--- src/rtl/psta_pkg.sv ---
`timescale 1ns / 1ps
`default_nettype none
// ----------------------------------------------------------------------------
// psta_pkg
// shared types, codes and sizes of the process slot tree allocator
// ----------------------------------------------------------------------------
package psta_pkg;

   localparam int SLOTS        = 32;
   localparam int SLOT_W       = $clog2(SLOTS);
   localparam int LINK_W       = $clog2(SLOTS + 1);
   localparam int COUNT_W      = $clog2(SLOTS + 1);
   localparam int CMD_W        = 2;
   localparam int SLOT_FIELD_W = 5;
   localparam int STATUS_W     = 3;

   typedef logic [SLOT_W-1:0]       slot_type;
   typedef logic [LINK_W-1:0]       link_type;
   typedef logic [COUNT_W-1:0]      count_type;
   typedef logic [SLOT_FIELD_W-1:0] slot_field_type;

   localparam link_type LINK_NONE = LINK_W'(SLOTS);

   typedef enum logic [CMD_W-1:0] {
      CMD_ALLOC  = 2'd0,
      CMD_DELETE = 2'd1,
      CMD_QUERY  = 2'd2,
      CMD_NOP    = 2'd3
   } cmd_type;

   typedef enum logic [STATUS_W-1:0] {
      ST_OK       = 3'd0,
      ST_NULL     = 3'd1,
      ST_EMPTY    = 3'd2,
      ST_CHILDREN = 3'd3,
      ST_THREADS  = 3'd4,
      ST_NOCHILD  = 3'd5,
      ST_FREE     = 3'd6
   } status_type;

   typedef struct packed {
      cmd_type        command;
      slot_field_type slot;
      logic           null_handle;
      logic           has_threads;
   } req_type;

   typedef struct packed {
      status_type     status;
      slot_field_type result_slot;
   } rsp_type;

   typedef struct packed {
      logic     pop;
      logic     push;
      slot_type push_slot;
   } stack_ctl_type;

   typedef struct packed {
      logic     empty;
      slot_type top;
   } stack_stat_type;

   function automatic link_type to_link(slot_type s);
      return LINK_W'(s);
   endfunction

   function automatic logic link_valid(link_type l);
      return l < LINK_NONE;
   endfunction

endpackage
`default_nettype wire

--- src/rtl/process_slot_tree_allocator_unit.sv ---
`timescale 1ns / 1ps
`default_nettype none
// ----------------------------------------------------------------------------
// process_slot_tree_allocator_unit
// pool of process slots: lifo free list plus ordered parent-child links
//
//   channel   ports                                    handshake
//   request   req_command req_slot req_null_handle     start && !busy
//             req_has_threads
//   response  rsp_status rsp_result_slot               rsp_valid, one cycle
//
// one beat per cycle; busy stays low
// response passes through the input register,
// then slot lookup and link update, then the result register
// reset loads the free list and links directly, no clearing pass
// the receiver cannot stall; every response is shown for one cycle
// ----------------------------------------------------------------------------
module process_slot_tree_allocator_unit (
   input  wire logic                                clock,
   input  wire logic                                reset,
   input  wire logic                                start,
   output      logic                                busy,
   input  wire logic [psta_pkg::CMD_W-1:0]          req_command,
   input  wire logic [psta_pkg::SLOT_FIELD_W-1:0]   req_slot,
   input  wire logic                                req_null_handle,
   input  wire logic                                req_has_threads,
   output      logic                                rsp_valid,
   output      logic [psta_pkg::STATUS_W-1:0]       rsp_status,
   output      logic [psta_pkg::SLOT_FIELD_W-1:0]   rsp_result_slot
);

   logic                     req_valid_ff;
   psta_pkg::req_type        req_ff;
   logic                     rsp_valid_ff;
   psta_pkg::rsp_type        rsp_ff;
   psta_pkg::rsp_type        rsp_in;
   psta_pkg::stack_ctl_type  stack_ctl;
   psta_pkg::stack_stat_type stack_stat;
   logic                     accept;

   assign busy   = 1'b0;
   assign accept = start && !busy;

   always_ff @(posedge clock) begin
      if (reset) begin
         req_valid_ff <= 1'b0;
         rsp_valid_ff <= 1'b0;
      end else begin
         req_valid_ff <= accept;
         rsp_valid_ff <= req_valid_ff;
      end
   end

   always_ff @(posedge clock) begin
      if (accept) begin
         req_ff.command     <= psta_pkg::cmd_type'(req_command);
         req_ff.slot        <= req_slot;
         req_ff.null_handle <= req_null_handle;
         req_ff.has_threads <= req_has_threads;
      end
      rsp_ff <= rsp_in;
   end

   psta_free_stack u_free_stack (
      .clock      (clock),
      .reset      (reset),
      .stack_ctl  (stack_ctl),
      .stack_stat (stack_stat)
   );

   psta_tree u_tree (
      .clock      (clock),
      .reset      (reset),
      .valid      (req_valid_ff),
      .req        (req_ff),
      .stack_stat (stack_stat),
      .stack_ctl  (stack_ctl),
      .rsp        (rsp_in)
   );

   assign rsp_valid       = rsp_valid_ff;
   assign rsp_status      = rsp_ff.status;
   assign rsp_result_slot = rsp_ff.result_slot;

   a_rsp_follows_req: assert property (@(posedge clock) disable iff (reset)
      accept |-> ##2 rsp_valid)
      else $error("response beat missing two cycles after request");

   a_error_zero_slot: assert property (@(posedge clock) disable iff (reset)
      rsp_valid && (rsp_status != psta_pkg::ST_OK) |-> (rsp_result_slot == '0))
      else $error("error response carries a slot");

   a_no_pop_empty: assert property (@(posedge clock) disable iff (reset)
      stack_ctl.pop |-> !stack_stat.empty && !stack_ctl.push)
      else $error("free list pop while empty or together with push");

   a_ctl_only_with_item: assert property (@(posedge clock) disable iff (reset)
      (stack_ctl.pop || stack_ctl.push) |-> req_valid_ff)
      else $error("free list changed without a request in flight");

endmodule
`default_nettype wire

--- src/rtl/psta_free_stack.sv ---
`timescale 1ns / 1ps
`default_nettype none
// ----------------------------------------------------------------------------
// psta_free_stack
// lifo of free slot numbers with fill count, one pop or push per cycle
// ----------------------------------------------------------------------------
module psta_free_stack (
   input  wire logic                     clock,
   input  wire logic                     reset,
   input  wire psta_pkg::stack_ctl_type  stack_ctl,
   output      psta_pkg::stack_stat_type stack_stat
);

   psta_pkg::slot_type  stack_ff [psta_pkg::SLOTS];
   psta_pkg::count_type count_ff;
   psta_pkg::slot_type  top_idx;
   logic                empty;
   logic                full;

   assign empty   = (count_ff == '0);
   assign full    = (count_ff == psta_pkg::COUNT_W'(psta_pkg::SLOTS));
   assign top_idx = empty ? '0 : psta_pkg::SLOT_W'(count_ff - psta_pkg::COUNT_W'(1));

   assign stack_stat.empty = empty;
   assign stack_stat.top   = stack_ff[top_idx];

   always_ff @(posedge clock) begin
      if (reset) begin
         for (int i = 0; i < psta_pkg::SLOTS; i++) begin
            stack_ff[i] <= (i < psta_pkg::SLOTS - 1) ?
                           psta_pkg::SLOT_W'(psta_pkg::SLOTS - 1 - i) : '0;
         end
         count_ff <= psta_pkg::COUNT_W'(psta_pkg::SLOTS - 1);
      end else if (stack_ctl.pop && !empty) begin
         count_ff <= count_ff - psta_pkg::COUNT_W'(1);
      end else if (stack_ctl.push && !full) begin
         stack_ff[count_ff[psta_pkg::SLOT_W-1:0]] <= stack_ctl.push_slot;
         count_ff <= count_ff + psta_pkg::COUNT_W'(1);
      end
   end

endmodule
`default_nettype wire

--- src/rtl/psta_tree.sv ---
`timescale 1ns / 1ps
`default_nettype none
// ----------------------------------------------------------------------------
// psta_tree
// slot link register files, command checks and tree updates for one beat
// ----------------------------------------------------------------------------
module psta_tree (
   input  wire logic                     clock,
   input  wire logic                     reset,
   input  wire logic                     valid,
   input  wire psta_pkg::req_type        req,
   input  wire psta_pkg::stack_stat_type stack_stat,
   output      psta_pkg::stack_ctl_type  stack_ctl,
   output      psta_pkg::rsp_type        rsp
);

   logic               in_use_ff [psta_pkg::SLOTS];
   psta_pkg::slot_type parent_ff [psta_pkg::SLOTS];
   psta_pkg::link_type first_ff  [psta_pkg::SLOTS];
   psta_pkg::link_type last_ff   [psta_pkg::SLOTS];
   psta_pkg::link_type next_ff   [psta_pkg::SLOTS];
   psta_pkg::link_type prev_ff   [psta_pkg::SLOTS];

   logic               in_range;
   psta_pkg::slot_type s;
   logic               used;
   psta_pkg::link_type fc;
   psta_pkg::link_type lc;
   psta_pkg::link_type nx;
   psta_pkg::link_type pv;
   psta_pkg::slot_type p;
   psta_pkg::slot_type new_slot;
   logic               do_alloc;
   logic               do_delete;
   logic               is_root;

   assign in_range = (32'(req.slot) < 32'(psta_pkg::SLOTS));
   assign s        = in_range ? psta_pkg::SLOT_W'(req.slot) : '0;
   assign used     = in_use_ff[s];
   assign fc       = first_ff[s];
   assign lc       = last_ff[s];
   assign nx       = next_ff[s];
   assign pv       = prev_ff[s];
   assign p        = parent_ff[s];
   assign new_slot = stack_stat.top;
   // only the parentless root points at itself
   assign is_root  = (p == s);

   always_comb begin
      rsp.status          = psta_pkg::ST_OK;
      rsp.result_slot     = '0;
      stack_ctl.pop       = 1'b0;
      stack_ctl.push      = 1'b0;
      stack_ctl.push_slot = s;
      do_alloc            = 1'b0;
      do_delete           = 1'b0;
      if (valid) begin
         priority if (req.command == psta_pkg::CMD_NOP) begin
            rsp.status = psta_pkg::ST_OK;
         end else if (req.null_handle) begin
            rsp.status = psta_pkg::ST_NULL;
         end else if (!in_range || !used) begin
            rsp.status = psta_pkg::ST_FREE;
         end else begin
            unique case (req.command)
               psta_pkg::CMD_ALLOC: begin
                  if (stack_stat.empty) begin
                     rsp.status = psta_pkg::ST_EMPTY;
                  end else begin
                     stack_ctl.pop = 1'b1;
                     if (new_slot == s) begin
                        rsp.status = psta_pkg::ST_EMPTY;
                     end else begin
                        do_alloc        = 1'b1;
                        rsp.result_slot = psta_pkg::SLOT_FIELD_W'(new_slot);
                     end
                  end
               end
               psta_pkg::CMD_DELETE: begin
                  if (psta_pkg::link_valid(fc)) begin
                     rsp.status = psta_pkg::ST_CHILDREN;
                  end else if (req.has_threads) begin
                     rsp.status = psta_pkg::ST_THREADS;
                  end else begin
                     do_delete      = 1'b1;
                     stack_ctl.push = 1'b1;
                  end
               end
               psta_pkg::CMD_QUERY: begin
                  if (psta_pkg::link_valid(fc)) begin
                     rsp.result_slot = psta_pkg::SLOT_FIELD_W'(fc);
                  end else begin
                     rsp.status = psta_pkg::ST_NOCHILD;
                  end
               end
               psta_pkg::CMD_NOP: begin
                  rsp.status = psta_pkg::ST_OK;
               end
            endcase
         end
      end
   end

   always_ff @(posedge clock) begin
      if (reset) begin
         for (int i = 0; i < psta_pkg::SLOTS; i++) begin
            in_use_ff[i] <= (i == 0);
            parent_ff[i] <= '0;
            first_ff[i]  <= psta_pkg::LINK_NONE;
            last_ff[i]   <= psta_pkg::LINK_NONE;
            next_ff[i]   <= psta_pkg::LINK_NONE;
            prev_ff[i]   <= psta_pkg::LINK_NONE;
         end
      end else if (do_alloc) begin
         in_use_ff[new_slot] <= 1'b1;
         parent_ff[new_slot] <= s;
         first_ff[new_slot]  <= psta_pkg::LINK_NONE;
         last_ff[new_slot]   <= psta_pkg::LINK_NONE;
         next_ff[new_slot]   <= psta_pkg::LINK_NONE;
         prev_ff[new_slot]   <= lc;
         if (psta_pkg::link_valid(lc)) begin
            next_ff[psta_pkg::SLOT_W'(lc)] <= psta_pkg::to_link(new_slot);
         end else begin
            first_ff[s] <= psta_pkg::to_link(new_slot);
         end
         last_ff[s] <= psta_pkg::to_link(new_slot);
      end else if (do_delete) begin
         if (psta_pkg::link_valid(pv)) begin
            next_ff[psta_pkg::SLOT_W'(pv)] <= nx;
         end else if (!is_root) begin
            first_ff[p] <= nx;
         end
         if (psta_pkg::link_valid(nx)) begin
            prev_ff[psta_pkg::SLOT_W'(nx)] <= pv;
         end else if (!is_root) begin
            last_ff[p] <= pv;
         end
         parent_ff[s] <= '0;
         prev_ff[s]   <= psta_pkg::LINK_NONE;
         next_ff[s]   <= psta_pkg::LINK_NONE;
         first_ff[s]  <= psta_pkg::LINK_NONE;
         last_ff[s]   <= psta_pkg::LINK_NONE;
         in_use_ff[s] <= 1'b0;
      end
   end

endmodule
`default_nettype wire

--- config.mk ---
export PLATFORM = sky130hd
export DESIGN_NAME = process_slot_tree_allocator_unit
export DESIGN_NICKNAME = d
export VERILOG_FILES = /design/src/rtl/psta_pkg.sv /design/src/rtl/process_slot_tree_allocator_unit.sv /design/src/rtl/psta_free_stack.sv /design/src/rtl/psta_tree.sv
export SDC_FILE = /design/constraint.sdc
export NUM_CORES = 2
export LEC_CHECK = 0
export ABC_AREA = 1
export CAP_MARGIN = 10
export CORE_MARGIN = 5
export CORE_UTILIZATION = 45
export DETAILED_ROUTE_END_ITERATION = 10
export DONT_BUFFER_PORTS = 1
export PLACE_DENSITY = 0.6
export SLEW_MARGIN = 10
export SYNTH_ARGS = -nofsm -noshare
export SYNTH_HDL_FRONTEND = slang
export SYNTH_SLANG_ARGS = --single-unit
--- constraint.sdc ---
create_clock -name clock -period 13.2 [get_ports clock]
set_clock_uncertainty 0.2 [all_clocks]
set_input_delay 1.32 -clock clock [delete_from_list [all_inputs] [get_ports clock]]
set_output_delay 1.32 -clock clock [all_outputs]
set_load 0.02 [all_outputs]
==> qor.csv <==
stage,metric,value,unit
place,gp_congestion,0.9274,
route,drt-initial-drc-count,8048,
timing,setup_viol,0,
setup_path,crit_required,13.63,ns
global_routing,grt.total_usage,30.02,%
clock_network,cts_inserted_buffers,130,
timing,setup_ws,4.607,ns
floorplanning,core-area,135000,um2
synthesis,synth_edf_count,936,
route,ant_nets,0,
route,via_per_inst,6.311,
synthesis,syn_area,60890,um2
clock_network,cts_hold_buf,0,
synthesis,yosysWarnings,0,
timing,max_freq,116.4,MHz
clock_network,h-tree-depth,4,
timing,fin_crit,8.593,ns
floorplanning,die_w,377.8,um
setup_path,crit_arrival,9.03,ns
timing,whs,0.2778,ns
power,leakage,0.02284,uW
setup_path,cp_max_fo,57,
setup_path,worst_r2r_path_depth,23,
timing,rsz0062_at_grt,false,
finish,nFillCells,12815,
synthesis,synthesis.nets,7247,
setup_path,rrSetupSlack,4.61,ns
timing,drv_slew,0,
floorplanning,dieArea,142800,um2
worst_hold_path,worst_hold_startpoint,u_tree.prev_ff[14][3]$_SDFFE_PP0P_,
synthesis,synth_cell_types,44,
route,num_vias,54942,
place,dpl.hpwl,137.0,mm
place,dpl_worst_slack,4.884,ns
clock_network,clk_pin_slew,0.06,ns
synthesis,synth-seq-cells,1150,
power,power,8632,uW
clock_network,cts_tree,built,
finish,area_delta_synth_final,7.153,%
clock_network,post_cts_buffers,0,
clock_network,clk_latency,0.81,ns
route,firstDrtPassIters,7,
place,io_buffers,0,
finish,final_layout_size_suffix_gt1_share,6.717,%
clock_network,clock-sinks,1150,
clock_network,cts_root_buffer,clkbuf_16,
setup_path,cpPeakStageDelay,0.77,ns
worst_hold_path,min_path_cells,2,
power,powerDensity,132.3,nW/um2
synthesis,syn_inst,7226,
route,wl,221.8,mm
finish,most-common-layout-cells,"1,219 x nand3_1, 1,102 x nand2_1, 1,093 x nor2_1",
timing,finalCritPeriodShare,65.10,%
clock_network,clockBufferDepth,3,
global_routing,grt-ovfl-total,0,
worst_hold_path,hold_path.class,register to register,
global_routing,grt_pass1_vias,50232,
synthesis,ys_seq_area_share,53.20,%
finish,final_common_cell,nand3_1,
timing,worst_slew_pin_slew,1.251,ns
setup_path,cp_slowest_cell,inv_2,
setup_path,worst_setup_path_end_kind,register,
global_routing,antenna_found_initial,6,
timing,finalSetupTns,0,ns
setup_path,r2r_end,u_tree.first_ff[1][1]$_DFFE_PP_,
job,maxCapViolCount,0,
synthesis,synth_area_per_cell,8.426,um2
setup_path,critPathKind,register to register,
status,status,completed,
floorplanning,initial_utilization,45.12,%
worst_hold_path,min_to,u_tree.prev_ff[14][3]$_SDFFE_PP0P_,
setup_path,path_cells,inv_1 > ha_1 > nand3_2 > buf_4 > nand2_2 > inv_2 > nand3_1 > nand3_1 > nand3_1 > nand3_1 > nand2_1 > nand2_1 > nand2_1 > nand3_2 > nand2_4 > nand2_4 > buf_4 > nand2_2 > buf_4 > inv_1 > buf_4 > nor3_1 > a21oi_1,
clock_network,cts_resized,0,
power,ir_drop,0.0001435,V
route,wl_per_cell,25.47,um
timing,finalHoldViolCount,0,
route,drc,0,
global_routing,grt_max_degree,151,
floorplanning,die_h,377.8,um
setup_path,reg2reg_from,u_free_stack.count_ff[1]$_SDFFE_PP1P_,
finish,nNetsFinal,6843,
timing,slew-limit-headroom,16.48,%
synthesis,async_flop_share,0,%
synthesis,synth_ff_type,edfxtp_1,
setup_path,cp-start-kind,register,
floorplanning,rows,135,
global_routing,grt_first_pass_wirelength,324.9,mm
floorplanning,num_io_pins,22,
[per-stage QoR]
stage | cell area (um2) | instances | utilization, %
after floorplan | 60890 | 7226 | -
after global placement | 61230 | 8471 | 45.37
after detailed placement | 61230 | 8471 | 45.37
after CTS | 65240 | 8704 | 48.34
after global routing | 65240 | 8704 | 48.34
final | 65240 | 8706 | 48.34
[synthesized netlist by cell type (3+ instances only)]
cell | n | area, um2
nand3_1 | 1219 | 6101
nor2_1 | 1117 | 4193
nand2_1 | 1106 | 4151
edfxtp_1 | 936 | 28110
o21ai_0 | 573 | 2868
a21oi_1 | 370 | 1852
clkbuf_1 | 320 | 1201
inv_1 | 235 | 882.1
buf_2 | 221 | 1106
dfxtp_1 | 214 | 4284
o22ai_1 | 206 | 1289
o221ai_1 | 169 | 1480
o21ai_1 | 162 | 810.8
nor2_2 | 52 | 325.3
buf_1 | 49 | 183.9
nor3_1 | 45 | 225.2
buf_4 | 42 | 315.3
inv_2 | 28 | 105.1
nand3b_1 | 24 | 180.2
o211ai_1 | 19 | 142.6
nor2_4 | 14 | 157.7
o21ai_2 | 13 | 113.9
buf_6 | 11 | 123.9
nand2_2 | 11 | 68.82
nand3_2 | 11 | 110.1
ha_1 | 9 | 112.6
nand4_1 | 9 | 56.30
o31ai_1 | 9 | 67.56
a31oi_1 | 6 | 37.54
clkinv_1 | 4 | 15.01
nand2_4 | 3 | 33.78
xor2_1 | 3 | 26.28
[layout make-up]
cell class,instances,area [um2],share of cell area (%)
Sequential cell,1150,32400,49.67
Antenna cell,2,5.005,0.007671
Clock buffer,180,3567,5.467
Timing Repair Buffer,107,840.8,1.289
Inverter,269,1044,1.599
Clock inverter,53,445.4,0.6827
Tap cell,1781,2228,3.415
Multi-Input combinational cell,5164,24710,37.87
[worst max-delay path: cells and delay by family, from the launching register on]
family	cells	cell delay [ns]
compound gates	1	0.16
fa+ha+maj	1	0.22
buf+inv	7	3.83
flops	1	0.37
simple gates	14	3.47
[state kept, by name (all words and copies together) (netlist names), 3 cells and up, named ones only]
name / flops
req_ff: 9
rsp_result_slot: 5
rsp_status: 3
u_free_stack.count_ff: 6
u_free_stack.stack_ff: 160
u_tree.first_ff: 192
u_tree.in_use_ff: 32
u_tree.last_ff: 192
u_tree.next_ff: 192
u_tree.parent_ff: 160
u_tree.prev_ff: 192
[metal layers]
metal | up-vias | part of all wire, % | track usage [%]
met5 | - | 0 | 0
met3 | 557 | 11 | 5.510
met2 | 3457 | 44 | 45.24
li1 | 24647 | - | -
met4 | 0 | 5.2 | 14.14
met1 | 26281 | 40 | 42.10
[where the power goes]
| part | total, uW | switching, uW | internal [uW] |
|---|---|---|---|
| Sequential | 4040 | 42.4 | 3990 |
| Clock | 3500 | 1570 | 1930 |
| Combinational | 1090 | 888 | 204 |
| Total | 8630 | 2500 | 6130 |
[how the worst max path moves through the flow]
stage / from / endpoint / slack [ns]
finish: u_free_stack.count_ff[1]$_SDFFE_PP1P_ / u_tree.first_ff[1][1]$_DFFE_PP_ / 4.61
floorplan: u_free_stack.count_ff[0]$_SDFFE_PP1P_ / u_tree.first_ff[26][0]$_DFFE_PP_ / 8.76
detailed placement: u_free_stack.count_ff[0]$_SDFFE_PP1P_ / u_tree.first_ff[8][1]$_DFFE_PP_ / 4.88
CTS: u_free_stack.count_ff[0]$_SDFFE_PP1P_ / u_tree.first_ff[1][1]$_DFFE_PP_ / 4.83
global placement: u_free_stack.count_ff[0]$_SDFFE_PP1P_ / u_tree.first_ff[2][1]$_DFFE_PP_ / 4.98
global route: u_free_stack.count_ff[0]$_SDFFE_PP1P_ / u_tree.first_ff[1][1]$_DFFE_PP_ / 4.26
[kinds of logic after synthesis]
logic type,synth area share [%]
compound gates,14.38
xor+xnor,0.04316
fa+ha+maj,0.1849
buf+inv,6.479
flops,53.20
other cells,0.006159
simple gates,25.71
No activity file was read; power rests on OpenSTA's default activity.
